--- config.mk ---
export PLATFORM = sky130hd
export DESIGN_NAME = deq_chain
export DESIGN_NICKNAME = d
export VERILOG_FILES = /design/src/deq_pkg.sv /design/src/deq_cell.sv /design/src/deq_chain.sv
export SDC_FILE = /design/constraint.sdc
export NUM_CORES = 2
export LEC_CHECK = 0
export ABC_AREA = 0
export BUFFER_PORTS_ARGS = -buffer_cell sky130_fd_sc_hd__buf_2
export CELL_PAD_IN_SITES_DETAIL_PLACEMENT = 1
export CELL_PAD_IN_SITES_GLOBAL_PLACEMENT = 2
export CORE_MARGIN = 5
export CORE_UTILIZATION = 35
export DETAILED_ROUTE_END_ITERATION = 10
export GPL_ROUTABILITY_DRIVEN = 0
export PLACE_DENSITY = 0.76
export SYNTH_ARGS = -nofsm -noshare
export SYNTH_HDL_FRONTEND = slang
export SYNTH_SLANG_ARGS = --single-unit
--- constraint.sdc ---
create_clock -name clk -period 3.6 [get_ports clk]
set_input_delay 0 -clock clk [delete_from_list [all_inputs] [get_ports clk]]
set_output_delay 0 -clock clk [all_outputs]
set_load 0.005 [all_outputs]
--- src/deq_pkg.sv ---
// Shared types for the double-ended queue: command codes and cell chain ops.
// No dependencies; every other file in src/ uses this package.
`timescale 1ns / 1ps
`default_nettype none

package deq_pkg;

    localparam int unsigned DATA_W = 32;
    localparam int unsigned CMD_W  = 3;

    // Command codes carried by the request channel
    typedef enum logic [CMD_W-1:0] {
        CMD_PUSH_FRONT = 3'd0,
        CMD_PUSH_BACK  = 3'd1,
        CMD_POP_FRONT  = 3'd2,
        CMD_POP_BACK   = 3'd3,
        CMD_PEEK_FRONT = 3'd4,
        CMD_PEEK_BACK  = 3'd5,
        CMD_CLEAR      = 3'd6
    } cmd_t;

    // Operation broadcast to every cell of one chain
    typedef enum logic [1:0] {
        OP_HOLD      = 2'd0,  // keep contents
        OP_SHIFT_IN  = 2'd1,  // move one cell away from the head, new value at the head
        OP_SHIFT_OUT = 2'd2,  // move one cell toward the head, head entry leaves
        OP_LOAD_AT   = 2'd3   // the cell whose index equals the count takes the value
    } chain_op_t;

    // Control for both chains for one transfer
    typedef struct packed {
        chain_op_t front_op;
        chain_op_t back_op;
    } chain_ctrl_t;

endpackage : deq_pkg

`default_nettype wire

--- src/deq_cell.sv ---
// One storage cell of a queue chain: holds an entry and trades it with neighbors.
// Depends on deq_pkg for chain_op_t and DATA_W.
`timescale 1ns / 1ps
`default_nettype none

module deq_cell #(
    parameter int unsigned INDEX   = 0,
    parameter int unsigned COUNT_W = 7
) (
    input  wire logic                          clk,
    input  wire deq_pkg::chain_op_t            op,
    input  wire logic [deq_pkg::DATA_W-1:0]    value,
    input  wire logic [COUNT_W-1:0]            count,
    input  wire logic [deq_pkg::DATA_W-1:0]    near_data,  // neighbor toward the head
    input  wire logic [deq_pkg::DATA_W-1:0]    far_data,   // neighbor away from the head
    output logic      [deq_pkg::DATA_W-1:0]    data
);

    localparam logic [COUNT_W-1:0] MY_INDEX = COUNT_W'(INDEX);

    logic [deq_pkg::DATA_W-1:0] data_reg;
    logic [deq_pkg::DATA_W-1:0] data_next;

    // Next entry from the broadcast operation
    always_comb
    begin
        data_next = data_reg;
        unique case (op)
            deq_pkg::OP_HOLD:      data_next = data_reg;
            deq_pkg::OP_SHIFT_IN:  data_next = near_data;
            deq_pkg::OP_SHIFT_OUT: data_next = far_data;
            deq_pkg::OP_LOAD_AT:
            begin
                if (count == MY_INDEX)
                begin
                    data_next = value;
                end
            end
            default:               data_next = data_reg;
        endcase
    end

    // Payload only, no reset
    always_ff @(posedge clk)
    begin
        data_reg <= data_next;
    end

    assign data = data_reg;

endmodule : deq_cell

`default_nettype wire

--- src/deq_chain.sv ---
// A row of DEPTH cells with a fixed head at cell 0.
// Depends on deq_pkg and deq_cell.
`timescale 1ns / 1ps
`default_nettype none

module deq_chain #(
    parameter int unsigned DEPTH   = 64,
    parameter int unsigned COUNT_W = 7
) (
    input  wire logic                          clk,
    input  wire deq_pkg::chain_op_t            op,
    input  wire logic [deq_pkg::DATA_W-1:0]    value,
    input  wire logic [COUNT_W-1:0]            count,
    output logic      [deq_pkg::DATA_W-1:0]    head
);

    logic [deq_pkg::DATA_W-1:0] cell_data [DEPTH];

    for (genvar i = 0; i < DEPTH; i++)
    begin : g_cell
        logic [deq_pkg::DATA_W-1:0] near_d;
        logic [deq_pkg::DATA_W-1:0] far_d;

        // Head takes the new value on shift-in; the tail cell holds on shift-out
        if (i == 0)
        begin : g_head
            assign near_d = value;
        end
        else
        begin : g_mid
            assign near_d = cell_data[i-1];
        end

        if (i == DEPTH - 1)
        begin : g_tail
            assign far_d = cell_data[i];
        end
        else
        begin : g_body
            assign far_d = cell_data[i+1];
        end

        deq_cell #(
            .INDEX   (i),
            .COUNT_W (COUNT_W)
        ) u_cell (
            .clk       (clk),
            .op        (op),
            .value     (value),
            .count     (count),
            .near_data (near_d),
            .far_data  (far_d),
            .data      (cell_data[i])
        );
    end

    assign head = cell_data[0];

endmodule : deq_chain

`default_nettype wire

==> summary.txt <==
Status - completed
Number of port buffers - 73
Slew @ Worst Pin - 1.27 ns
CP top delay family - buffers and inverters
Worst skew pair latency - 0.89 ns
CORE AREA - 273,000 um2
Share of power burned in registers - 51.8%
Largest net degree at the start of global routing - 280
First-pass GRT wire length - 447,000 um
Final Hold Violating Endpoints - 0
Die area - 284,000 um2
Die height - 533 um
Met3 GRT Util - 2.64%
Top_reg_cell synth - edfxtp_1
Critical path fanouts, max - 79
Crit path launch type - primary input
R2R cell count - 2
Fin Setup TNS - 0 ns
CTS clk-pin slew, worst paths - 0.06 ns
WP buf/inv - 3
RSZ-0062 raised after global routing - no
Post-synth EDFFs - 2,048
LEAKAGE - 35.1 nW
Post-DP HPWL - 189,000 um
Fillers - 30,000
FF-to-FF End - g_cell[0].u_cell.data[0]$_DFFE_PP_
H-tree levels - 4
Post_cts resized - 0
Peak supply drop - 0.461 mV
Vias in the first global route - 72,600
Hold wc startpoint - value[0]
Class of the worst hold path - primary input to register
Share of cells above drive strength 1 - 8.30%
Met2 GRT Util - 32.0%
Final slew viol count - 0
Global route hottest layer - met2
DR WL/cell - 23.4 um
Seq/Total Area, Yosys - 64.3%
# setup viols final - 0
Flop2flop setup slack - 2.12 ns
Initial antenna violation count - 6
TritonCTS Sinks - 2,048
Drt pass-1 iters - 5
Clock share of power - 37.0%
CP peak stage delay - 0.61 ns
Met1 usage - 28.1%
CP Capture Type - register
Cells after Synth - 9,166
Syn Nets - 9,208
Row count - 192
GRT Residual Overflow - 0
Syn avg cell area - 10.4 um2
Max_slew headroom - 15.4%
Area growth from synthesis to layout - 10.1%
Register bit total from synthesis - 2,048
Number of DRC markers in iteration 0 - 7,049
DP Cell Count - 12,100
Switching share of power - 26.8%
Post-synth cell types - 26
Clock Root Buffer - clkbuf_16
Nets@finish - 8,823
Crit path arrival time - 2.69 ns
Routed vias - 70,900
Max Freq - 467 MHz
Synthesis Warnings - 0
Int Pwr - 0.0443 W
P_sw - 0.0162 W
WP data required - 4.15 ns
Pwr dens - 574 nW/um2
R2R Path Start - g_cell[1].u_cell.data[0]$_DFFE_PP_
CTS tree - done
Crit-path cells - dlygate4sd3_1 > buf_12 > nand2_4 > a21oi_1 > nor2_4 > buf_4
Final ANT Viol Nets - 0
Final WL - 294,000 um
CTS max path bufs - 3
Min Clock Period, post-route - 2.14 ns
Post-CTS setup buffers - 0
Storage cell area - 61,500 um2
WS Path Type - primary input to register
Post-route insts no fill - 12,600
Asr flop ratio synth - 0%
Synth Cell Area - 95,700 um2
Multi-input logic area - 29,500 um2
Fin Clk Skew - 0.0363 ns
TritonCTS buffer count - 230
Initial core utilization - 35.1%
Hold Path End - g_cell[63].u_cell.data[0]$_DFFE_PP_
DRC viols - 0
Die W - 533 um
WHS - 0.101 ns
MaxCap Viol Count - 0
Max reg flops - 2,048
Vias per cell - 5.64
GR Util All Layers - 19.8%
Logic gate share of total power - 11.2%
Num ports - 74
Period utilization - 59.4%
Hold path depth - 3
Crit-path slowest cell - nand2_4
==> layer usage <==
metal,wire length (um),up-vias
met5,0,-
met4,7160,0
met3,15500,382
met2,138000,1888
met1,134000,36100
li1,-,32500
==> kinds of logic after synthesis <==
family,synth area share (%)
buf+inv,5.39
simple gates,8.49
mux,0.753
flops,64.3
compound gates,21.1
==> power groups by stage <==
stage                     Clock, W  Combinational, W  Sequential (W)
after floorplan                  0           0.00484          0.0310
after global placement           0           0.00647          0.0318
after detailed placement         0           0.00670          0.0318
after CTS                   0.0230           0.00678          0.0313
after global routing        0.0240           0.00748          0.0316
final                       0.0224           0.00676          0.0313
==> metrics by stage <==
| stage | instance area [um2] | total power, W | utilization [%] | setup slack, ns |
|---|---|---|---|---|
| finish | 105000 | 0.0605 | 38.6 | 1.46 |
| global route | 105000 | 0.0631 | 38.6 | 1.42 |
| CTS | 105000 | 0.0611 | 38.6 | 1.57 |
| detailed placement | 97900 | 0.0385 | 35.9 | 0.824 |
| global placement | 97900 | 0.0382 | 35.9 | 0.893 |
| floorplan | 95700 | 0.0358 | - | 0.979 |
==> repair_timing <==
item,4_1_cts,5_1_grt
hold endpoints to repair,398,0
hold buffers,37,0
endpoints found under the setup margin,0,0
==> cells in the final DEF (no fill, tap or decap), drive strengths merged <==
cell and count:
clkinv 113, and2 32, a21oi 4032, edfxtp 2048
and4bb 6, clkinvlp 2, nor3 1, nor2 2048
diode 3, nor2b 1, buf 264, mux2 64
nor4b 4, nor4 1, dlygate4sd3 37, bufinv 9
and3b 1, inv 11, nor3b 2, clkbuf 293
and4 1, and4b 4, nand2 2
==> cells in the mapped netlist, types with 2 or more instances <==
master | instances | area, um2
mux2_2 | 62 | 698
buf_6 | 17 | 191
clkbuf_1 | 190 | 713
nor3b_2 | 2 | 25.0
buf_4 | 292 | 2190
nor2_1 | 2047 | 7680
a21oi_1 | 4032 | 20200
and2_1 | 32 | 200
mux2_1 | 2 | 22.5
buf_2 | 386 | 1930
buf_1 | 32 | 120
nor4b_1 | 3 | 26.3
edfxtp_1 | 2048 | 61500
and4b_1 | 4 | 40.0
and4bb_2 | 6 | 75.1
==> worst max path at each step <==
stage / from / endpoint / depth (start not counted)
global route: op[1] / g_cell[34].u_cell.data[7]$_DFFE_PP_ / 6
CTS: g_cell[0].u_cell.data[31]$_DFFE_PP_ / head[31] / 1
finish: op[1] / g_cell[34].u_cell.data[31]$_DFFE_PP_ / 6
detailed placement: op[0] / g_cell[5].u_cell.data[13]$_DFFE_PP_ / 5
floorplan: count[2] / g_cell[63].u_cell.data[0]$_DFFE_PP_ / 4
global placement: op[0] / g_cell[32].u_cell.data[9]$_DFFE_PP_ / 5
==> tightest hold or removal path, stage by stage <==
cell,delay (ns)
dlygate4sd3_1,0.57
buf_2,0.16
mux2_2,0.15
==> layout make-up <==
cell class | instances | share of cell area [%]
tap | 3589 | 4.26
clock inverter | 134 | 1.01
timing repair buffer | 301 | 2.60
sequential | 2048 | 58.4
multi-input combinational | 6199 | 28.0
clock buffer | 293 | 5.71
inverter | 1 | 0.0190
antenna | 3 | 0.00713
No activity file was read; power rests on OpenSTA's default activity.
